--- config.mk ---
export PLATFORM = sky130hd
export DESIGN_NAME = pmb_front
export DESIGN_NICKNAME = d
export VERILOG_FILES = /design/src/design/pmb_pkg.sv /design/src/design/pmb_front.sv
export SDC_FILE = /design/constraint.sdc
export NUM_CORES = 2
export LEC_CHECK = 0
export ABC_AREA = 1
export BUFFER_PORTS_ARGS = -buffer_cell sky130_fd_sc_hd__buf_2
export CAP_MARGIN = 10
export CORE_AREA = 2 2 382 384
export DETAILED_ROUTE_END_ITERATION = 6
export DIE_AREA = 0 0 384 386
export PLACE_DENSITY = 0.8
export SETUP_SLACK_MARGIN = 0.05
export SLEW_MARGIN = 15
export SYNTH_ARGS = -nofsm -noshare
export SYNTH_HDL_FRONTEND = slang
export SYNTH_SLANG_ARGS = --single-unit
--- constraint.sdc ---
create_clock -name clk -period 31.2 [get_ports clk]
set_input_delay 1.56 -clock clk [delete_from_list [all_inputs] [get_ports clk]]
set_output_delay 1.56 -clock clk [all_outputs]
set_load 0.03 [all_outputs]
--- src/design/pmb_pkg.sv ---
// shared types, constants and helper functions for the projection matrix builder
`default_nettype none
package pmb_pkg;

    localparam int VALUE_WIDTH   = 32;
    localparam int FRAC_BITS     = 16;
    localparam int IN_DATA_BITS  = 192;
    localparam int OUT_DATA_BITS = 40;
    localparam int CORDIC_STEPS  = 31;
    localparam int RANGE_STEPS   = 14;

    // projection kinds as they arrive on the input
    localparam logic [1:0] FUNC_ORTHO  = 2'd0;
    localparam logic [1:0] FUNC_FRUST  = 2'd1;
    localparam logic [1:0] FUNC_PERSP  = 2'd2;
    localparam logic [1:0] FUNC_UNUSED = 2'd3;

    // classified work for the back end
    localparam logic [1:0] MODE_IDENT = 2'd0;
    localparam logic [1:0] MODE_ORTHO = 2'd1;
    localparam logic [1:0] MODE_FRUST = 2'd2;
    localparam logic [1:0] MODE_PERSP = 2'd3;

    localparam logic signed [31:0] ONE_FIX     = 32'sd65536;
    localparam logic signed [31:0] NEG_ONE_FIX = -32'sd65536;
    localparam logic [31:0]        POS_MAX     = 32'h7fff_ffff;
    localparam logic [31:0]        NEG_MAX     = 32'h8000_0000;

    // angles in Q.31 radians
    localparam logic [46:0] PI_Q31      = 47'd6746518852;
    localparam logic [32:0] HALF_PI_Q31 = 33'd3373259426;

    typedef logic [15:0][31:0] mat_t;

    typedef struct packed {
        logic [1:0]         mode;
        logic signed [32:0] dx;
        logic signed [32:0] dy;
        logic signed [32:0] dz;
        logic signed [32:0] sx;
        logic signed [32:0] sy;
        logic signed [32:0] sz;
        logic [63:0]        fn;
        logic               fn_neg;
        logic signed [31:0] zn;
        logic signed [31:0] a1;
        logic signed [31:0] a2;
        logic signed [31:0] a3;
        logic signed [31:0] a4;
    } desc_t;

    typedef struct packed {
        logic [63:0] num;
        logic [5:0]  shift;
        logic [33:0] den;
        logic        neg;
    } div_req_t;

    typedef struct packed {
        logic        done;
        logic [31:0] value;
        logic        sat;
    } div_rsp_t;

    // arctangent of 2^-i in Q.31
    function automatic logic [31:0] atan_q31(input logic [4:0] i);
        logic [31:0] a;
        case (i)
            5'd0:    a = 32'd1686629713;
            5'd1:    a = 32'd995675659;
            5'd2:    a = 32'd526087673;
            5'd3:    a = 32'd267050317;
            5'd4:    a = 32'd134043374;
            5'd5:    a = 32'd67087031;
            5'd6:    a = 32'd33551702;
            5'd7:    a = 32'd16776875;
            5'd8:    a = 32'd8388565;
            5'd9:    a = 32'd4194299;
            5'd10:   a = 32'd2097151;
            default: a = 32'h8000_0000 >> i;
        endcase
        return a;
    endfunction

    function automatic logic [32:0] mag33(input logic signed [32:0] v);
        return v[32] ? 33'(-v) : 33'(v);
    endfunction

    function automatic logic [31:0] mag32(input logic signed [31:0] v);
        return v[31] ? 32'(-v) : 32'(v);
    endfunction

endpackage
`default_nettype wire

--- src/design/pmb_front.sv ---
// input side: extents, sums, far*near product, kind check and a two-entry queue
`default_nettype none
module pmb_front (
    input  wire logic                  clk,
    input  wire logic                  rst_n,
    input  wire logic                  s_tvalid,
    output logic                       s_tready,
    input  wire logic [191:0]          s_tdata,
    input  wire logic [1:0]            s_tuser,
    output logic                       q_valid,
    input  wire logic                  q_pop,
    output pmb_pkg::desc_t             q_desc
);
    import pmb_pkg::*;

    logic signed [31:0] a1, a2, a3, a4, zn, zf;
    desc_t              d_in;
    desc_t              q_reg [2];
    logic               wr_ptr_reg, rd_ptr_reg;
    logic [1:0]         count_reg, count_next;
    logic               push;

    // classify and precompute
    always_comb
    begin
        a1 = s_tdata[31:0];
        a2 = s_tdata[63:32];
        a3 = s_tdata[95:64];
        a4 = s_tdata[127:96];
        zn = s_tdata[159:128];
        zf = s_tdata[191:160];
        d_in.dx     = 33'(a2) - 33'(a1);
        d_in.dy     = 33'(a4) - 33'(a3);
        d_in.dz     = 33'(zf) - 33'(zn);
        d_in.sx     = 33'(a2) + 33'(a1);
        d_in.sy     = 33'(a4) + 33'(a3);
        d_in.sz     = 33'(zf) + 33'(zn);
        d_in.fn     = 64'(mag32(zf)) * 64'(mag32(zn));
        d_in.fn_neg = zf[31] ^ zn[31];
        d_in.zn     = zn;
        d_in.a1     = a1;
        d_in.a2     = a2;
        d_in.a3     = a3;
        d_in.a4     = a4;
        d_in.mode   = MODE_IDENT;
        if (s_tuser == FUNC_ORTHO && d_in.dx != 0 && d_in.dy != 0 && d_in.dz != 0)
        begin
            d_in.mode = MODE_ORTHO;
        end
        else if (s_tuser == FUNC_FRUST && d_in.dx != 0 && d_in.dy != 0 && d_in.dz != 0)
        begin
            d_in.mode = MODE_FRUST;
        end
        else if (s_tuser == FUNC_PERSP && d_in.dz != 0)
        begin
            d_in.mode = MODE_PERSP;
        end
    end

    assign s_tready = (count_reg != 2'd2);
    assign push     = s_tvalid && s_tready;
    assign q_valid  = (count_reg != 2'd0);
    assign q_desc   = q_reg[rd_ptr_reg];

    // queue occupancy
    always_comb
    begin
        count_next = count_reg;
        if (push && !(q_pop && q_valid))
        begin
            count_next = count_reg + 2'd1;
        end
        else if (!push && q_pop && q_valid)
        begin
            count_next = count_reg - 2'd1;
        end
    end

    // queue pointers
    always_ff @(posedge clk or negedge rst_n)
    begin
        if (!rst_n)
        begin
            wr_ptr_reg <= 1'b0;
            rd_ptr_reg <= 1'b0;
            count_reg  <= 2'd0;
        end
        else
        begin
            count_reg <= count_next;
            if (push)
            begin
                wr_ptr_reg <= !wr_ptr_reg;
            end
            if (q_pop && q_valid)
            begin
                rd_ptr_reg <= !rd_ptr_reg;
            end
        end
    end

    // queue storage
    always_ff @(posedge clk)
    begin
        if (push)
        begin
            q_reg[wr_ptr_reg] <= d_in;
        end
    end

endmodule
`default_nettype wire

==> impl_metrics.ini <==
[route]
drtPass1Iterations = 7
wl_mm = 275
drt_iter0_markers = 7055
route.detailed.drc = 31
ant_nets = 0
viasPerCell = 5.62
wl_per_cell_um = 23.4
dr_total_vias = 66100

[global_route]
use_met1_pct = 45.7
grt.busiest_layer = met2
antenna_found_initial = 49
grt_max_degree = 199
globalRouteMet2Util_pct = 59.9
grt_pass1_wl_mm = 407
gr-usage-met3_pct = 8.50
grt_pass1_vias = 67000
grt_overflow = 0
track_usage_pct = 37.2

[placement]
port_buffers = 624
hpwlAfterDp_mm = 213
gp_congestion = 1.01
dp_slack_ns = 19.57

[worst_setup_path]
worstPathArrival_ns = 11.73
crit_required_ns = 31.63
critPathMaxStageDelay_ns = 0.79
cp-start-kind = input pin
path_max_fanout = 25
path_class = in2reg
rr_endpoint = rd_ptr_reg$_DFFE_PN0P_
r2r-start = rd_ptr_reg$_DFFE_PN0P_
worstSetupEndpointType = flip-flop
slowest_stage = inv_1
crit_top_cell = inv_1
r2r_slack_ns = 27.77
r2r_cells = 4

[min_path]
whs_path_depth = 1
hold_class = reg2reg
min_from = count_reg[1]$_DFFE_PN0P_
holdPathEnd = count_reg[1]$_DFFE_PN0P_

[yosys]
synth_area_leaders = edfxtp_1 32%, fa_1 23%, nand2_1 14%, inv_1 8.3%, ha_1 7.3%
netlist_area_sq_mm = 0.0787
netlist_instances = 9279
yosys_warnings = 0
synth_seq_cells = 848
synth_fp_nets = 10800
yosysSeqAreaShare_pct = 32.3
yosysTopAreaCellShare_pct = 32.2
synth_cell_types = 57
synth_flop_cell = edfxtp_1
synth-edff-count = 844
synth_top_cell_by_area = edfxtp_1
async_reset_ff_share_pct = 0.472
synth.avg_cell_area_sq_um = 8.49

[status]
violations = DRC
status = complete, but fails checks

[sta]
fin_crit_sh_pct = 36.2
tns_ns = 0
finalHoldViolCount = 0
finalSetupViolations = 0
slew_violations = 0
max_freq_ghz = 0.0885
setup_ws_ns = 19.90
finalClockSkew_ns = 0.0173
relSlewSlack_pct = 10.8
rsz0062_at_grt = no
min_period_ns = 11.30
worstMarginPinSlew_ns = 1.33

[cells_and_area]
area_growth_syn_to_layout_pct = 9.67
num-fill-cells = 12500
mostFrequentLayoutCells = 2907 x nand2_1, 1731 x inv_1, 935 x nor2_1
layout-drive-gt1-share_pct = 9.28
largest_reg_flops = 844
final_common_cell = nand2_1
nets = 11300
fin_util_pct = 59.8

[clock_network]
ctsHoldBuffers = 0
cts_tree = built
cts-root-buf = clkbuf_16
htree_levels = 3
cts_buffers = 85
clkTransAtPathRegs_ns = 0.06
cts_sinks = 848
cts_buffer_depth = 3
postCtsSetupRepairBufs = 0
ctsResizeCount = 0
clkLatencyLatePin_ns = 0.69

[floorplan]
dieArea_sq_mm = 0.148
num_rows = 140
fp.dieW_um = 384
io_pins = 625
die_y_um = 386
initial_utilization_pct = 54.5
coreArea_sq_mm = 0.145

[run]
maxCapViolations = 0
cells in the mapped netlist, types with 11 or more instances:
library cell  count
nor3_1           57
or2_2            11
ha_1            457
fa_1            902
a31oi_1          24
xor2_1          169
nand2_1        2907
xnor2_1          28
nor4_1           15
inv_2            27
o21bai_1         24
inv_1          1731
a21o_1           27
nand3_1         233
buf_4            14
nand4_1          48
a21oi_1         246
buf_2            55
edfxtp_1        844
o21ai_0         135
clkbuf_1        229
o21ai_1          16
nand2_2          23
nor2_1          937
per-layer routing:
| layer | routed length, um | part of all wire, % |
|---|---|---|
| met3 | 29100 | 11 |
| met2 | 127000 | 46 |
| met1 | 98400 | 36 |
| met4 | 20200 | 7.3 |
| met5 | 109 | 0.040 |
cell families after synthesis:
family | after synthesis | share of synthesized area (%)
AO/OA/AOI/OAI | 519 | 3.67
adder cells (fa/ha/maj) | 1359 | 30.2
buffers and inverters | 2078 | 10.1
AND/OR/NAND/NOR | 4276 | 21.4
flip-flops | 848 | 32.3
XOR/XNOR | 199 | 2.25
worst max-delay path by stage:
| stage | slack, ns | depth (start not counted) | start | to |
|---|---|---|---|---|
| after detailed placement | 19.57 | 39 | s_tdata[128] | q_reg[0][197]$_DFFE_PP_ |
| final | 19.90 | 39 | s_tdata[128] | q_reg[1][197]$_DFFE_PP_ |
| after global placement | 19.77 | 39 | s_tdata[128] | q_reg[0][197]$_DFFE_PP_ |
| after floorplan | 10.86 | 2 | s_tvalid | q_reg[1][0]$_DFFE_PP_ |
| after global routing | 19.63 | 40 | s_tdata[128] | q_reg[1][219]$_DFFE_PP_ |
| after CTS | 20.29 | 39 | s_tdata[128] | q_reg[1][197]$_DFFE_PP_ |
final cells by class:
class	instances	area, sq um	share of cell area (%)
antenna	34	85.1	0.0985
clock buffer	103	2200	2.55
clock inverter	46	490	0.568
inverter	1766	6640	7.69
multi-input combinational	6353	45400	52.6
sequential	848	25400	29.5
tap	1917	2400	2.78
timing repair buffer	693	3680	4.26
per-stage QoR:
step	cell area, sq um	hold WS (ns)	instances
2_1_floorplan	78700	0.485	9279
3_3_place_gp	83600	0.514	11600
3_5_place_dp	83600	0.537	11600
4_1_cts	86300	0.543	11700
5_1_grt	86300	0.552	11700
6_report	86400	0.546	11800
critical path: cells and delay by family:
kind / cells / cell delay, ns
fa+ha+maj: 10 / 4.87
buf+inv: 13 / 2.61
xor+xnor: 2 / 0.43
compound gates: 5 / 1.15
simple gates: 9 / 1.03
Power is not shown: default switching activity piles up to over one toggle a cycle in this logic, so the estimate is an artifact.
