===== config.mk =====
export PLATFORM = sky130hd
export DESIGN_NAME = pmb_div
export DESIGN_NICKNAME = d
export VERILOG_FILES = /design/src/design/pmb_pkg.sv /design/src/design/pmb_div.sv
export SDC_FILE = /design/constraint.sdc
export NUM_CORES = 1
export LEC_CHECK = 0
export BUFFER_PORTS_ARGS = -buffer_cell sky130_fd_sc_hd__buf_4
export CORE_MARGIN = 10
export CORE_UTILIZATION = 45
export CTS_BUF_LIST = sky130_fd_sc_hd__clkbuf_8
export CTS_CLUSTER_DIAMETER = 200
export DETAILED_ROUTE_END_ITERATION = 16
export PLACE_DENSITY = 0.68
export REMOVE_ABC_BUFFERS = 1
export SYNTH_ARGS = -nofsm -noshare
export SYNTH_HDL_FRONTEND = slang
export SYNTH_SLANG_ARGS = --single-unit
export TNS_END_PERCENT = 100

===== constraint.sdc =====
create_clock -name clk -period 4.6 [get_ports clk]
set_input_delay 0.23 -clock clk [delete_from_list [all_inputs] [get_ports clk]]
set_output_delay 0.23 -clock clk [all_outputs]
set_load 0.05 [all_outputs]

===== src/design/pmb_pkg.sv =====
// shared types, constants and helper functions for the projection matrix builder
`default_nettype none
package pmb_pkg;

    localparam int VALUE_WIDTH   = 32;
    localparam int FRAC_BITS     = 16;
    localparam int IN_DATA_BITS  = 192;
    localparam int OUT_DATA_BITS = 40;
    localparam int CORDIC_STEPS  = 31;
    localparam int RANGE_STEPS   = 14;

    // projection kinds as they arrive on the input
    localparam logic [1:0] FUNC_ORTHO  = 2'd0;
    localparam logic [1:0] FUNC_FRUST  = 2'd1;
    localparam logic [1:0] FUNC_PERSP  = 2'd2;
    localparam logic [1:0] FUNC_UNUSED = 2'd3;

    // classified work for the back end
    localparam logic [1:0] MODE_IDENT = 2'd0;
    localparam logic [1:0] MODE_ORTHO = 2'd1;
    localparam logic [1:0] MODE_FRUST = 2'd2;
    localparam logic [1:0] MODE_PERSP = 2'd3;

    localparam logic signed [31:0] ONE_FIX     = 32'sd65536;
    localparam logic signed [31:0] NEG_ONE_FIX = -32'sd65536;
    localparam logic [31:0]        POS_MAX     = 32'h7fff_ffff;
    localparam logic [31:0]        NEG_MAX     = 32'h8000_0000;

    // angles in Q.31 radians
    localparam logic [46:0] PI_Q31      = 47'd6746518852;
    localparam logic [32:0] HALF_PI_Q31 = 33'd3373259426;

    typedef logic [15:0][31:0] mat_t;

    typedef struct packed {
        logic [1:0]         mode;
        logic signed [32:0] dx;
        logic signed [32:0] dy;
        logic signed [32:0] dz;
        logic signed [32:0] sx;
        logic signed [32:0] sy;
        logic signed [32:0] sz;
        logic [63:0]        fn;
        logic               fn_neg;
        logic signed [31:0] zn;
        logic signed [31:0] a1;
        logic signed [31:0] a2;
        logic signed [31:0] a3;
        logic signed [31:0] a4;
    } desc_t;

    typedef struct packed {
        logic [63:0] num;
        logic [5:0]  shift;
        logic [33:0] den;
        logic        neg;
    } div_req_t;

    typedef struct packed {
        logic        done;
        logic [31:0] value;
        logic        sat;
    } div_rsp_t;

    // arctangent of 2^-i in Q.31
    function automatic logic [31:0] atan_q31(input logic [4:0] i);
        logic [31:0] a;
        case (i)
            5'd0:    a = 32'd1686629713;
            5'd1:    a = 32'd995675659;
            5'd2:    a = 32'd526087673;
            5'd3:    a = 32'd267050317;
            5'd4:    a = 32'd134043374;
            5'd5:    a = 32'd67087031;
            5'd6:    a = 32'd33551702;
            5'd7:    a = 32'd16776875;
            5'd8:    a = 32'd8388565;
            5'd9:    a = 32'd4194299;
            5'd10:   a = 32'd2097151;
            default: a = 32'h8000_0000 >> i;
        endcase
        return a;
    endfunction

    function automatic logic [32:0] mag33(input logic signed [32:0] v);
        return v[32] ? 33'(-v) : 33'(v);
    endfunction

    function automatic logic [31:0] mag32(input logic signed [31:0] v);
        return v[31] ? 32'(-v) : 32'(v);
    endfunction

endpackage
`default_nettype wire


===== src/design/pmb_div.sv =====
// restoring divider: 33 quotient bits, one per cycle, with saturation to 32 bits
`default_nettype none
module pmb_div (
    input  wire logic                  clk,
    input  wire logic                  rst_n,
    input  wire logic                  start,
    input  wire pmb_pkg::div_req_t     req,
    output pmb_pkg::div_rsp_t          rsp
);
    import pmb_pkg::*;

    logic [96:0] num_sh;
    logic [63:0] hi_reg;
    logic [32:0] lo_reg;
    logic [33:0] den_reg;
    logic [33:0] rem_reg;
    logic [32:0] q_reg;
    logic        neg_reg, ovf_reg;
    logic        chk_reg, run_reg, fin_reg;
    logic [5:0]  cnt_reg;
    logic [34:0] rem_try;
    logic        take;
    logic [32:0] lim;
    logic        sat;

    assign num_sh  = {33'd0, req.num} << req.shift;
    assign rem_try = {rem_reg, lo_reg[32]};
    assign take    = (rem_try >= {1'b0, den_reg});
    assign lim     = neg_reg ? 33'h0_8000_0000 : 33'h0_7fff_ffff;
    assign sat     = ovf_reg || (q_reg > lim);

    // result formatting
    always_comb
    begin
        rsp.done = fin_reg;
        rsp.sat  = sat;
        if (sat)
        begin
            rsp.value = neg_reg ? NEG_MAX : POS_MAX;
        end
        else
        begin
            rsp.value = neg_reg ? 32'(-q_reg[31:0]) : q_reg[31:0];
        end
    end

    // control
    always_ff @(posedge clk or negedge rst_n)
    begin
        if (!rst_n)
        begin
            chk_reg <= 1'b0;
            run_reg <= 1'b0;
            fin_reg <= 1'b0;
            cnt_reg <= 6'd0;
        end
        else
        begin
            fin_reg <= 1'b0;
            if (start)
            begin
                chk_reg <= 1'b1;
            end
            else if (chk_reg)
            begin
                chk_reg <= 1'b0;
                run_reg <= 1'b1;
                cnt_reg <= 6'd0;
            end
            else if (run_reg)
            begin
                cnt_reg <= cnt_reg + 6'd1;
                if (cnt_reg == 6'd32)
                begin
                    run_reg <= 1'b0;
                    fin_reg <= 1'b1;
                end
            end
        end
    end

    // datapath
    always_ff @(posedge clk)
    begin
        if (start)
        begin
            hi_reg  <= num_sh[96:33];
            lo_reg  <= num_sh[32:0];
            den_reg <= req.den;
            neg_reg <= req.neg;
        end
        else if (chk_reg)
        begin
            ovf_reg <= (hi_reg >= {30'd0, den_reg});
            rem_reg <= hi_reg[33:0];
            q_reg   <= 33'd0;
        end
        else if (run_reg)
        begin
            rem_reg <= take ? 34'(rem_try - {1'b0, den_reg}) : rem_try[33:0];
            lo_reg  <= {lo_reg[31:0], 1'b0};
            q_reg   <= {q_reg[31:0], take};
        end
    end

endmodule
`default_nettype wire


==> results.yml <==
global_routing:
  grt_max_degree: 80
  gr-total-overflow: 0
  antenna_found_initial: 0
  grt_usage_pct: 19.9
  grt_pass1_vias: 13300
  grt_pass1_wl_um: 71900
clock_network:
  clock-sinks: 209
  cts_tree: "yes"
  cts_buffers: 37
  cts.clk_slew.worst_paths_ns: 0.06
  insertion_delay_ns: 0.56
  htreeDepth: 2
  cts_buffer_depth: 3
  cts_root_buf: "clkbuf_8"
synth:
  muxShareOfSynthArea_pct: 17.6
  synthSimpleGateAreaFrac_pct: 14.2
  synth.distinct_cells: 78
  synth-main-ff-cell: "edfxtp_1"
  postSynthCellCount: 1677
  synth-compound-area-share_pct: 15.6
  async_flop_share_pct: 4.31
  synth_area_um2: 16300
  synth_edf_count: 200
  yosysSeqAreaShare_pct: 38.2
  yosysWarnings: 0
  synthXorXnorAreaFrac_pct: 1.77
  synth_seq_cells: 209
  syn_avg_cell_area_um2: 9.73
  synth_top_family_by_area: "multiplexers"
  synthAdderAreaFrac_pct: 8.02
cells_and_area:
  largest_register_ffs: 64
  fin_nets: 2027
  layout_commonest_cell: "edfxtp_1"
  drive_gt1_share_pct: 18.8
  nFillCells: 3256
  area_delta_synth_final_pct: 15.2
  final_cell_mix: "edfxtp_1 (200), nor2_1 (180), buf_4 (159), nand2_1 (133), mux2i_1 (122)"
  n_antenna_cell: 0
die:
  row_count: 69
  coreArea_um2: 35700
  start_util_pct: 45.8
  fp.dieH_um: 210
  die_w_um: 210
  io_pins: 142
  dieArea_um2: 44300
timing:
  maxSlewHeadroom_pct: 25.9
  finalClockSkew_ns: 0.0296
  rsz0062_at_grt: "no"
  drv_slew: 0
  fmax_mhz: 242
  finalSetupViolations: 0
  timing.final.crit_period_ns: 4.14
  final.period_utilization_pct: 89.9
  hold_violations: 0
  hold_slack_ns: 0.0398
  worst_pin_slew_ns: 1.11
route:
  ant_nets: 0
  vias_per_cell: 5.83
  drc_errors: 0
  via_count: 13400
  first_pass_iters: 5
  drt_iter0_markers: 1059
  wire_per_inst_um: 19.6
  wl_um: 45100
pwr:
  cellPowerDensity_nw_per_um2: 348
  swShare_pct: 35.4
  p_leak_uw: 0.00778
  p_clk_share_pct: 25.1
  pwr-share-comb_pct: 36.2
  internal_power_uw: 4220
  pwr-share-seq_pct: 38.7
  p_total_uw: 6540
  ir_drop_v: 0.000149
  p_switching_uw: 2310
placed_design:
  portBuffers: 141
  hpwl_um: 34000
  gp_congestion: 0.937
worst_setup_path:
  crit_path_start_kind: "register"
  worst-setup-path-type: "register to output port"
  worst_setup_path_end_kind: "output port"
  worstPathMaxFanout: 5
  reg2reg_slack_ns: 0.94
  cp.arrival_ns: 3.91
  reg2reg_from: "rem_reg[8]"
  reg2reg_to: "rem_reg[3]"
  required_ns: 4.37
  reg2reg_depth: 11
min_path:
  hold_depth: 1
  hold_class: "input port to register"
  holdPathEnd: "chk_reg"
  hp-start: "start"
outcome:
  status: "complete, no violations"
run:
  drv_cap: 0
[layer usage]
metal / up-vias / global-route usage (%) / part of all wire, %
met5: - / 0 / 0
li1: 6547 / - / -
met4: 0 / 6.64 / 2.7
met1: 6361 / 26.5 / 45
met2: 450 / 32.2 / 46
met3: 68 / 3.28 / 5.9
[kinds of logic (layout without fill, tap and decap cells)]
logic type / after synthesis / in the layout
and+or+nand+nor: 491 / 491
AOI/OAI and AO/OA: 416 / 416
muxes: 232 / 232
DFF: 209 / 209
buffers and inverters: 192 / 357
adders and majority gates: 104 / 104
xor gates and xnor gates: 33 / 33
[worst max-delay path, cell delays in order, from the launching register on]
cell and delay, ns:
edfxtp_1 0.45, or3_1 0.47, nor4b_2 0.57, nand4b_2 0.23, or3_4 0.41, nor3_4 0.17
nand2_2 0.10, nor3_2 0.12, mux2_1 0.33, o2bb2a_1 0.31, buf_4 0.20
[power by group through the flow]
| stage | logic, µW | registers (µW) | clock network, µW |
|---|---|---|---|
| final | 2370 | 2530 | 1640 |
| after detailed placement | 2300 | 2570 | 0 |
| after CTS | 2340 | 2530 | 1690 |
| after global placement | 2260 | 2560 | 0 |
| after floorplan | 1620 | 2520 | 0 |
| after global routing | 2620 | 2550 | 1780 |
[per-stage QoR]
stage	std cells	utilization [%]	instance area [µm²]	TNS, ns	setup slack [ns]
3_3_place_gp	2198	49.7	17700	0	0.942
6_report	2303	52.7	18800	0	0.464
3_5_place_dp	2198	49.7	17700	0	0.771
2_1_floorplan	1578	-	15900	-58.35	-1.99
4_1_cts	2300	52.6	18800	0	0.153
5_1_grt	2303	52.7	18800	0	0.164
[timing repair]
action                                 CTS  global route
hold buffers                            36             0
endpoints found under the hold margin   44             0
setup endpoints to repair                0             7
gates resized for setup                  0             0
setup buffers                            0             3
[synthesized netlist by cell type (8+ instances only)]
library cell / instances / area share (%)
edfxtp_1: 200 / 37
nor2_1: 181 / 4.2
nand2_1: 133 / 3.1
mux2i_1: 122 / 7.5
a21oi_1: 112 / 3.4
ha_1: 103 / 7.9
o21ai_0: 97 / 3.0
inv_1: 90 / 2.1
o22ai_1: 73 / 2.8
mux2_2: 72 / 5.0
clkbuf_1: 67 / 1.5
nor2b_1: 42 / 1.6
mux4_2: 37 / 5.1
a21o_1: 35 / 1.6
nor3_1: 25 / 0.77
nand4_1: 21 / 0.80
buf_1: 19 / 0.44
xor2_1: 19 / 1.0
nand3_1: 18 / 0.55
o21ai_1: 14 / 0.43
xnor2_1: 14 / 0.75
a31oi_1: 12 / 0.46
nor4_1: 12 / 0.46
buf_2: 10 / 0.31
a211oi_1: 9 / 0.41
dfrtp_1: 9 / 1.4
nand2b_1: 9 / 0.34
or3_1: 9 / 0.34
or2_2: 8 / 0.31
[area by class of cell]
cell class,count,area [µm²],area share [%]
multi-input combinational,1276,9350,49.7
sequential,209,6230,33.1
timing repair buffer,198,1610,8.54
tap,461,577,3.07
clock buffer,39,537,2.85
inverter,93,349,1.86
clock inverter,27,149,0.792
[how the worst max path moves through the flow]
stage,startpoint,end,cells after the start
after global placement,neg_reg,rsp[4],12
after CTS,neg_reg,rsp[4],12
after detailed placement,neg_reg,rsp[4],12
final,q_reg[1],rsp[32],10
after global routing,q_reg[0],rsp[31],12
after floorplan,neg_reg,rsp[10],7
No activity file was read; power rests on OpenSTA's default activity.
