### src/design/pmb_pkg.sv
// shared types, constants and helper functions for the projection matrix builder
`default_nettype none
package pmb_pkg;

    localparam int VALUE_WIDTH   = 32;
    localparam int FRAC_BITS     = 16;
    localparam int IN_DATA_BITS  = 192;
    localparam int OUT_DATA_BITS = 40;
    localparam int CORDIC_STEPS  = 31;
    localparam int RANGE_STEPS   = 14;

    // projection kinds as they arrive on the input
    localparam logic [1:0] FUNC_ORTHO  = 2'd0;
    localparam logic [1:0] FUNC_FRUST  = 2'd1;
    localparam logic [1:0] FUNC_PERSP  = 2'd2;
    localparam logic [1:0] FUNC_UNUSED = 2'd3;

    // classified work for the back end
    localparam logic [1:0] MODE_IDENT = 2'd0;
    localparam logic [1:0] MODE_ORTHO = 2'd1;
    localparam logic [1:0] MODE_FRUST = 2'd2;
    localparam logic [1:0] MODE_PERSP = 2'd3;

    localparam logic signed [31:0] ONE_FIX     = 32'sd65536;
    localparam logic signed [31:0] NEG_ONE_FIX = -32'sd65536;
    localparam logic [31:0]        POS_MAX     = 32'h7fff_ffff;
    localparam logic [31:0]        NEG_MAX     = 32'h8000_0000;

    // angles in Q.31 radians
    localparam logic [46:0] PI_Q31      = 47'd6746518852;
    localparam logic [32:0] HALF_PI_Q31 = 33'd3373259426;

    typedef logic [15:0][31:0] mat_t;

    typedef struct packed {
        logic [1:0]         mode;
        logic signed [32:0] dx;
        logic signed [32:0] dy;
        logic signed [32:0] dz;
        logic signed [32:0] sx;
        logic signed [32:0] sy;
        logic signed [32:0] sz;
        logic [63:0]        fn;
        logic               fn_neg;
        logic signed [31:0] zn;
        logic signed [31:0] a1;
        logic signed [31:0] a2;
        logic signed [31:0] a3;
        logic signed [31:0] a4;
    } desc_t;

    typedef struct packed {
        logic [63:0] num;
        logic [5:0]  shift;
        logic [33:0] den;
        logic        neg;
    } div_req_t;

    typedef struct packed {
        logic        done;
        logic [31:0] value;
        logic        sat;
    } div_rsp_t;

    // arctangent of 2^-i in Q.31
    function automatic logic [31:0] atan_q31(input logic [4:0] i);
        logic [31:0] a;
        case (i)
            5'd0:    a = 32'd1686629713;
            5'd1:    a = 32'd995675659;
            5'd2:    a = 32'd526087673;
            5'd3:    a = 32'd267050317;
            5'd4:    a = 32'd134043374;
            5'd5:    a = 32'd67087031;
            5'd6:    a = 32'd33551702;
            5'd7:    a = 32'd16776875;
            5'd8:    a = 32'd8388565;
            5'd9:    a = 32'd4194299;
            5'd10:   a = 32'd2097151;
            default: a = 32'h8000_0000 >> i;
        endcase
        return a;
    endfunction

    function automatic logic [32:0] mag33(input logic signed [32:0] v);
        return v[32] ? 33'(-v) : 33'(v);
    endfunction

    function automatic logic [31:0] mag32(input logic signed [31:0] v);
        return v[31] ? 32'(-v) : 32'(v);
    endfunction

endpackage
`default_nettype wire

### src/design/pmb_back.sv
// sequencer: angle reduction, cordic cot(fovy/2) and the list of divisions per kind
`default_nettype none
module pmb_back (
    input  wire logic                  clk,
    input  wire logic                  rst_n,
    input  wire logic                  q_valid,
    input  wire pmb_pkg::desc_t        q_desc,
    output logic                       q_pop,
    output logic                       div_start,
    output pmb_pkg::div_req_t          div_req,
    input  wire pmb_pkg::div_rsp_t     div_rsp,
    input  wire logic                  emit_idle,
    output logic                       hand_valid,
    output pmb_pkg::mat_t              mat_out,
    output logic                       degen_out
);
    import pmb_pkg::*;

    localparam logic [2:0] ST_IDLE     = 3'd0;
    localparam logic [2:0] ST_RANGE    = 3'd1;
    localparam logic [2:0] ST_FIX      = 3'd2;
    localparam logic [2:0] ST_CORDIC   = 3'd3;
    localparam logic [2:0] ST_DIV_GO   = 3'd4;
    localparam logic [2:0] ST_DIV_WAIT = 3'd5;
    localparam logic [2:0] ST_DONE     = 3'd6;

    logic [2:0]         state_reg, state_next;
    desc_t              cur_reg;
    mat_t               mat_reg;
    logic               degen_reg;
    logic [2:0]         op_reg;
    logic [4:0]         k_reg;
    logic [46:0]        rmag_reg;
    logic               rneg_reg;
    logic signed [33:0] x_reg, y_reg;
    logic signed [35:0] z_reg;

    logic [46:0]        pi_sh;
    logic [32:0]        rm;
    logic [32:0]        rfold;
    logic signed [33:0] xs, ys;
    logic signed [35:0] ang;
    logic [3:0]         dst;
    logic [2:0]         last_op;
    logic               c_neg;
    logic [32:0]        c_mag;
    logic [33:0]        x_mag, y_mag;
    mat_t               mat_init;

    assign q_pop      = (state_reg == ST_IDLE) && q_valid;
    assign div_start  = (state_reg == ST_DIV_GO);
    assign hand_valid = (state_reg == ST_DONE) && emit_idle;
    assign mat_out    = mat_reg;
    assign degen_out  = degen_reg;

    // angle and cordic step terms
    always_comb
    begin
        pi_sh = PI_Q31 << k_reg;
        rm    = rmag_reg[32:0];
        rfold = (rneg_reg && rm != 33'd0) ? 33'(PI_Q31[32:0] - rm) : rm;
        xs    = x_reg >>> k_reg;
        ys    = y_reg >>> k_reg;
        ang   = 36'(atan_q31(k_reg));
        x_mag = x_reg[33] ? 34'(-x_reg) : 34'(x_reg);
        y_mag = y_reg[33] ? 34'(-y_reg) : 34'(y_reg);
        c_neg = mat_reg[5][31];
        c_mag = c_neg ? 33'(-{1'b1, mat_reg[5]}) : {1'b0, mat_reg[5]};
    end

    // starting matrix for a new item: identity, projective row, principal point
    always_comb
    begin
        mat_init     = '0;
        mat_init[0]  = ONE_FIX;
        mat_init[5]  = ONE_FIX;
        mat_init[10] = ONE_FIX;
        mat_init[15] = ONE_FIX;
        if (q_desc.mode == MODE_FRUST || q_desc.mode == MODE_PERSP)
        begin
            mat_init[14] = NEG_ONE_FIX;
            mat_init[15] = 32'd0;
        end
        if (q_desc.mode == MODE_PERSP)
        begin
            mat_init[2] = q_desc.a1;
            mat_init[6] = q_desc.a2;
        end
    end

    // division list per kind
    always_comb
    begin
        div_req = '0;
        dst     = 4'd0;
        last_op = (cur_reg.mode == MODE_PERSP) ? 3'd3 : 3'd5;
        case (cur_reg.mode)
            MODE_ORTHO:
            begin
                case (op_reg)
                    3'd0:
                    begin
                        div_req = '{64'd1, 6'd33, 34'(mag33(cur_reg.dx)), cur_reg.dx[32]};
                        dst = 4'd0;
                    end
                    3'd1:
                    begin
                        div_req = '{64'd1, 6'd33, 34'(mag33(cur_reg.dy)), cur_reg.dy[32]};
                        dst = 4'd5;
                    end
                    3'd2:
                    begin
                        div_req = '{64'd1, 6'd33, 34'(mag33(cur_reg.dz)), !cur_reg.dz[32]};
                        dst = 4'd10;
                    end
                    3'd3:
                    begin
                        div_req = '{64'(mag33(cur_reg.sx)), 6'd16, 34'(mag33(cur_reg.dx)),
                                    !(cur_reg.sx[32] ^ cur_reg.dx[32])};
                        dst = 4'd3;
                    end
                    3'd4:
                    begin
                        div_req = '{64'(mag33(cur_reg.sy)), 6'd16, 34'(mag33(cur_reg.dy)),
                                    !(cur_reg.sy[32] ^ cur_reg.dy[32])};
                        dst = 4'd7;
                    end
                    default:
                    begin
                        div_req = '{64'(mag33(cur_reg.sz)), 6'd16, 34'(mag33(cur_reg.dz)),
                                    !(cur_reg.sz[32] ^ cur_reg.dz[32])};
                        dst = 4'd11;
                    end
                endcase
            end
            MODE_FRUST:
            begin
                case (op_reg)
                    3'd0:
                    begin
                        div_req = '{64'(mag32(cur_reg.zn)), 6'd17, 34'(mag33(cur_reg.dx)),
                                    cur_reg.zn[31] ^ cur_reg.dx[32]};
                        dst = 4'd0;
                    end
                    3'd1:
                    begin
                        div_req = '{64'(mag32(cur_reg.zn)), 6'd17, 34'(mag33(cur_reg.dy)),
                                    cur_reg.zn[31] ^ cur_reg.dy[32]};
                        dst = 4'd5;
                    end
                    3'd2:
                    begin
                        div_req = '{64'(mag33(cur_reg.sx)), 6'd16, 34'(mag33(cur_reg.dx)),
                                    cur_reg.sx[32] ^ cur_reg.dx[32]};
                        dst = 4'd2;
                    end
                    3'd3:
                    begin
                        div_req = '{64'(mag33(cur_reg.sy)), 6'd16, 34'(mag33(cur_reg.dy)),
                                    cur_reg.sy[32] ^ cur_reg.dy[32]};
                        dst = 4'd6;
                    end
                    3'd4:
                    begin
                        div_req = '{64'(mag33(cur_reg.sz)), 6'd16, 34'(mag33(cur_reg.dz)),
                                    !(cur_reg.sz[32] ^ cur_reg.dz[32])};
                        dst = 4'd10;
                    end
                    default:
                    begin
                        div_req = '{cur_reg.fn, 6'd1, 34'(mag33(cur_reg.dz)),
                                    !(cur_reg.fn_neg ^ cur_reg.dz[32])};
                        dst = 4'd11;
                    end
                endcase
            end
            MODE_PERSP:
            begin
                case (op_reg)
                    3'd0:
                    begin
                        div_req = '{64'(x_mag), 6'd16, y_mag, x_reg[33] ^ y_reg[33]};
                        dst = 4'd5;
                    end
                    3'd1:
                    begin
                        div_req = '{64'(c_mag), 6'd16, 34'(mag32(cur_reg.a4)),
                                    c_neg ^ cur_reg.a4[31]};
                        dst = 4'd0;
                    end
                    3'd2:
                    begin
                        div_req = '{64'(mag33(cur_reg.sz)), 6'd16, 34'(mag33(cur_reg.dz)),
                                    !(cur_reg.sz[32] ^ cur_reg.dz[32])};
                        dst = 4'd10;
                    end
                    default:
                    begin
                        div_req = '{cur_reg.fn, 6'd1, 34'(mag33(cur_reg.dz)),
                                    !(cur_reg.fn_neg ^ cur_reg.dz[32])};
                        dst = 4'd11;
                    end
                endcase
            end
            default:
            begin
                div_req = '0;
                dst     = 4'd0;
            end
        endcase
    end

    // next state
    always_comb
    begin
        state_next = state_reg;
        case (state_reg)
            ST_IDLE:
            begin
                if (q_valid)
                begin
                    case (q_desc.mode)
                        MODE_IDENT: state_next = ST_DONE;
                        MODE_PERSP: state_next = ST_RANGE;
                        default:    state_next = ST_DIV_GO;
                    endcase
                end
            end
            ST_RANGE:
            begin
                if (k_reg == 5'd0)
                begin
                    state_next = ST_FIX;
                end
            end
            ST_FIX:
            begin
                state_next = ST_CORDIC;
            end
            ST_CORDIC:
            begin
                if (k_reg == 5'(CORDIC_STEPS - 1))
                begin
                    state_next = ST_DIV_GO;
                end
            end
            ST_DIV_GO:
            begin
                state_next = ST_DIV_WAIT;
            end
            ST_DIV_WAIT:
            begin
                if (div_rsp.done)
                begin
                    state_next = (op_reg == last_op) ? ST_DONE : ST_DIV_GO;
                end
            end
            ST_DONE:
            begin
                if (emit_idle)
                begin
                    state_next = ST_IDLE;
                end
            end
            default:
            begin
                state_next = ST_IDLE;
            end
        endcase
    end

    always_ff @(posedge clk or negedge rst_n)
    begin
        if (!rst_n)
        begin
            state_reg <= ST_IDLE;
        end
        else
        begin
            state_reg <= state_next;
        end
    end

    // datapath
    always_ff @(posedge clk)
    begin
        case (state_reg)
            ST_IDLE:
            begin
                cur_reg   <= q_desc;
                op_reg    <= 3'd0;
                k_reg     <= 5'(RANGE_STEPS - 1);
                rmag_reg  <= 47'(mag32(q_desc.a3)) << (30 - FRAC_BITS);
                rneg_reg  <= q_desc.a3[31];
                degen_reg <= (q_desc.mode == MODE_IDENT);
                mat_reg   <= mat_init;
            end
            ST_RANGE:
            begin
                if (rmag_reg >= pi_sh)
                begin
                    rmag_reg <= rmag_reg - pi_sh;
                end
                k_reg <= k_reg - 5'd1;
            end
            ST_FIX:
            begin
                x_reg <= 34'sd1073741824;
                y_reg <= 34'sd0;
                k_reg <= 5'd0;
                if (rfold > HALF_PI_Q31)
                begin
                    z_reg <= 36'(rfold) - 36'(PI_Q31[32:0]);
                end
                else
                begin
                    z_reg <= 36'(rfold);
                end
            end
            ST_CORDIC:
            begin
                k_reg <= k_reg + 5'd1;
                if (!z_reg[35])
                begin
                    x_reg <= x_reg - ys;
                    y_reg <= y_reg + xs;
                    z_reg <= z_reg - ang;
                end
                else
                begin
                    x_reg <= x_reg + ys;
                    y_reg <= y_reg - xs;
                    z_reg <= z_reg + ang;
                end
            end
            ST_DIV_WAIT:
            begin
                if (div_rsp.done)
                begin
                    mat_reg[dst] <= div_rsp.value;
                    degen_reg    <= degen_reg | div_rsp.sat;
                    op_reg       <= op_reg + 3'd1;
                end
            end
            default:
            begin
            end
        endcase
    end

endmodule
`default_nettype wire

### config.mk
export PLATFORM = sky130hd
export DESIGN_NAME = pmb_back
export DESIGN_NICKNAME = d
export VERILOG_FILES = /design/src/design/pmb_pkg.sv /design/src/design/pmb_back.sv
export SDC_FILE = /design/constraint.sdc
export NUM_CORES = 2
export LEC_CHECK = 0
export BUFFER_PORTS_ARGS = -buffer_cell sky130_fd_sc_hd__buf_2
export CAP_MARGIN = 20
export CORE_AREA = 3 3 420 422
export CTS_BUF_LIST = sky130_fd_sc_hd__clkbuf_8
export CTS_CLUSTER_DIAMETER = 60
export DETAILED_ROUTE_END_ITERATION = 10
export DIE_AREA = 0 0 423 425
export PLACE_DENSITY = 0.62
export RECOVER_POWER = 100
export SLEW_MARGIN = 10
export SYNTH_ARGS = -nofsm -noshare
export SYNTH_HDL_FRONTEND = slang
export SYNTH_SLANG_ARGS = --single-unit
### constraint.sdc
create_clock -name clk -period 65.8 [get_ports clk]
set_clock_uncertainty 0.1 [all_clocks]
set_input_delay 13.16 -clock clk [delete_from_list [all_inputs] [get_ports clk]]
set_output_delay 13.16 -clock clk [all_outputs]
set_load 0.03 [all_outputs]
==> results.cfg <==
[detailed_routing]
drc_errors = 0
wl_per_cell_um = 31.4
num_vias = 64500
routed_wl_um = 328000
drtIter0Drc = 8802
dr.pass1.iters = 7
viasPerCell = 6.16
ant_nets = 0

[logic_synthesis]
ys_ff_latch = 1003
synth_warnings = 0
ys_types = 99
async_flop_share = 0.00299
syn_area_sq_um = 67300
synth_edf_count = 1000
synthCells = 7094
ys_seq_area_frac = 0.448
avgSynthCellArea_sq_um = 9.48
synth_flop_cell = edfxtp_1

[power]
ir_drop_mv = 0.0313
p_leak_nw = 27.8
cellPowerDensity_nw_per_um2 = 71.4

[final_layout]
multi_input_area_sq_um = 35000
final_common_cell = nand2_1
n_fill_cell = 17300
drive_gt1_frac = 0.104
layout.cells.non_filler = 10500
area_growth_pct = 15.0
regArea_sq_um = 30100
largest_reg_flops = 512
final_cell_mix = 1195 x nand2_1, 1000 x edfxtp_1, 802 x clkbuf_1
nNetsFinal = 8630

[placement]
dpl.hpwl_um = 249000
portBuffers = 1080
post-place-cells = 10100
gp_congestion = 1.02

[global_routing]
antenna_found_initial = 30
grt_pass1_wl_um = 450000
grt_remaining_overflow = 0
track_usage = 0.348
grt_pass1_vias = 59400
grt_max_degree = 181

[floorplanning]
die_h_um = 425
coreArea_sq_um = 173000
dieArea_sq_um = 180000
initial_core_util = 0.388
pin_count = 1084
num_rows = 153
fp.dieW_um = 423

[clocking]
htree_levels = 4
cts.path.max_buffers = 3
clkTransAtPathRegs_ps = 60
post_cts_resize_count = 0
cts_setup_buffers = 0
numCtsBuffers = 184
clock_sinks = 1003
tritoncts = done
cts_root_buffer = clkbuf_8
worstSkewPairLatency_ps = 1000
cts_hold_buf = 0

[worst_setup_path]
rrSetupSlack_ps = 49340
cp_max_fo = 2
r2r-end = mat_out[246]$_SDFFCE_PN0P_
reg2reg_from = state_reg[2]$_DFFE_PN0P_
required_ps = 52540
r2r_cells = 10
cp-startpoint = emit_idle
critPathCapture = hand_valid
worst_ep_arrival_time_ps = 13790
crit_path_end_kind = output port
start_kind = input pin
crit_type = input pin to output port

[status]
violations = capacitance limit, slew limit
status = finished, violations left

[sta]
min_period_over_period = 0.411
drv_slew = 1848
setup_violations = 0
tns_ps = 0
timing.fmax_ghz = 0.0370
slew_headroom = -5.25
hold_viol = 0
period_minus_slack_ps = 27050
tightest_slew_ps = 9380
rsz0062_at_grt = no

[job]
maxCapViolations = 58

[min_path]
min_path_cells = 1
hold_path_class = flop to flop
Yosys cell counts (all sizes together) (16+ instances only):
cell type / count / share of area
nor3: 95 / 0.0072
buf: 81 / 0.0056
o21a: 43 / 0.0048
nand2b: 58 / 0.0054
edfxtp: 1000 / 0.45
mux2: 32 / 0.0054
ha: 179 / 0.033
nand4: 36 / 0.0033
o21ai: 421 / 0.031
a31oi: 49 / 0.0046
or3: 83 / 0.0081
o31ai: 117 / 0.013
a21oi: 682 / 0.051
nor2b: 53 / 0.0049
nor4: 42 / 0.0041
o21bai: 26 / 0.0029
a22o: 67 / 0.0087
nand2: 1198 / 0.067
mux4: 71 / 0.024
o221ai: 36 / 0.0047
o41ai: 51 / 0.0070
nand3: 95 / 0.0071
mux2i: 92 / 0.014
xor2: 328 / 0.043
o211ai: 37 / 0.0041
or4: 61 / 0.0072
nor2: 446 / 0.025
a22oi: 47 / 0.0052
a222oi: 22 / 0.0033
a221o: 16 / 0.0024
and3: 61 / 0.0057
a211oi: 43 / 0.0049
xnor2: 294 / 0.038
a221oi: 29 / 0.0038
clkbuf: 415 / 0.023
o22ai: 137 / 0.013
a21o: 105 / 0.012
and2: 111 / 0.010
or2: 36 / 0.0033
inv: 98 / 0.0055
layer usage:
layer	part of all wire	wire length, um	vias to the layer above	track usage
met4	0.066	21800	12	0.188
met3	0.11	37200	794	0.110
met2	0.44	145000	3861	0.532
met1	0.38	124000	31700	0.438
met5	0.00092	302	-	0.00995
li1	-	-	28100	-
through the flow:
stage                     setup WS (ps)  power, mW  cell area (sq um)  hold slack [ps]  utilization
after floorplan                   27550       3.76              67300              493            -
after global placement            38880       4.79              74700              437        0.431
after detailed placement          38880       4.83              74700              439        0.431
after CTS                         38880       5.47              78400              457        0.452
after global routing              38730       5.83              77300              470        0.446
final                             38750       5.53              77300              460        0.446
critical path: stages:
cell and delay (ps):
buf_2 90, nor3b_1 200, clkbuf_1 340
logic make-up (layout without fill, tap and decap cells):
group | Yosys count | after routing | share of synthesized area
xor gates and xnor gates | 622 | 622 | 0.0810
other | 1 | 11 | 0.0000558
buffers and inverters | 598 | 1631 | 0.0345
AOI/OAI and AO/OA | 2054 | 2054 | 0.193
muxes | 195 | 195 | 0.0428
DFF | 1003 | 1003 | 0.448
and+or+nand+nor | 2439 | 2439 | 0.167
adders and majority gates | 182 | 182 | 0.0342
worst min path at each step:
stage | startpoint | to
after floorplan | state_reg[0]$_DFFE_PN0P_ | state_reg[0]$_DFFE_PN0P_
after global placement | mat_out[289]$_SDFFCE_PN0P_ | mat_out[289]$_SDFFCE_PN0P_
after detailed placement | mat_out[403]$_SDFFCE_PN0P_ | mat_out[403]$_SDFFCE_PN0P_
after CTS | mat_out[300]$_SDFFCE_PN0P_ | mat_out[300]$_SDFFCE_PN0P_
after global routing | mat_out[404]$_SDFFCE_PN0P_ | mat_out[404]$_SDFFCE_PN0P_
final | mat_out[305]$_SDFFCE_PN0P_ | mat_out[305]$_SDFFCE_PN0P_
cell type report:
cell class,instances,area share
Tap cell,2325,0.0376
Clock inverter,144,0.0146
Sequential cell,1003,0.389
Antenna cell,8,0.000259
Clock buffer,186,0.0331
Timing Repair Buffer,1199,0.0681
Inverter,102,0.00497
Multi-Input combinational cell,5495,0.452
power by group:
part / internal (mW) / switching [mW]
clock network: 0.321 / 0.303
logic: 1.13 / 2.42
registers: 1.10 / 0.251
total: 2.55 / 2.98
(Power assumes the default switching activity.)
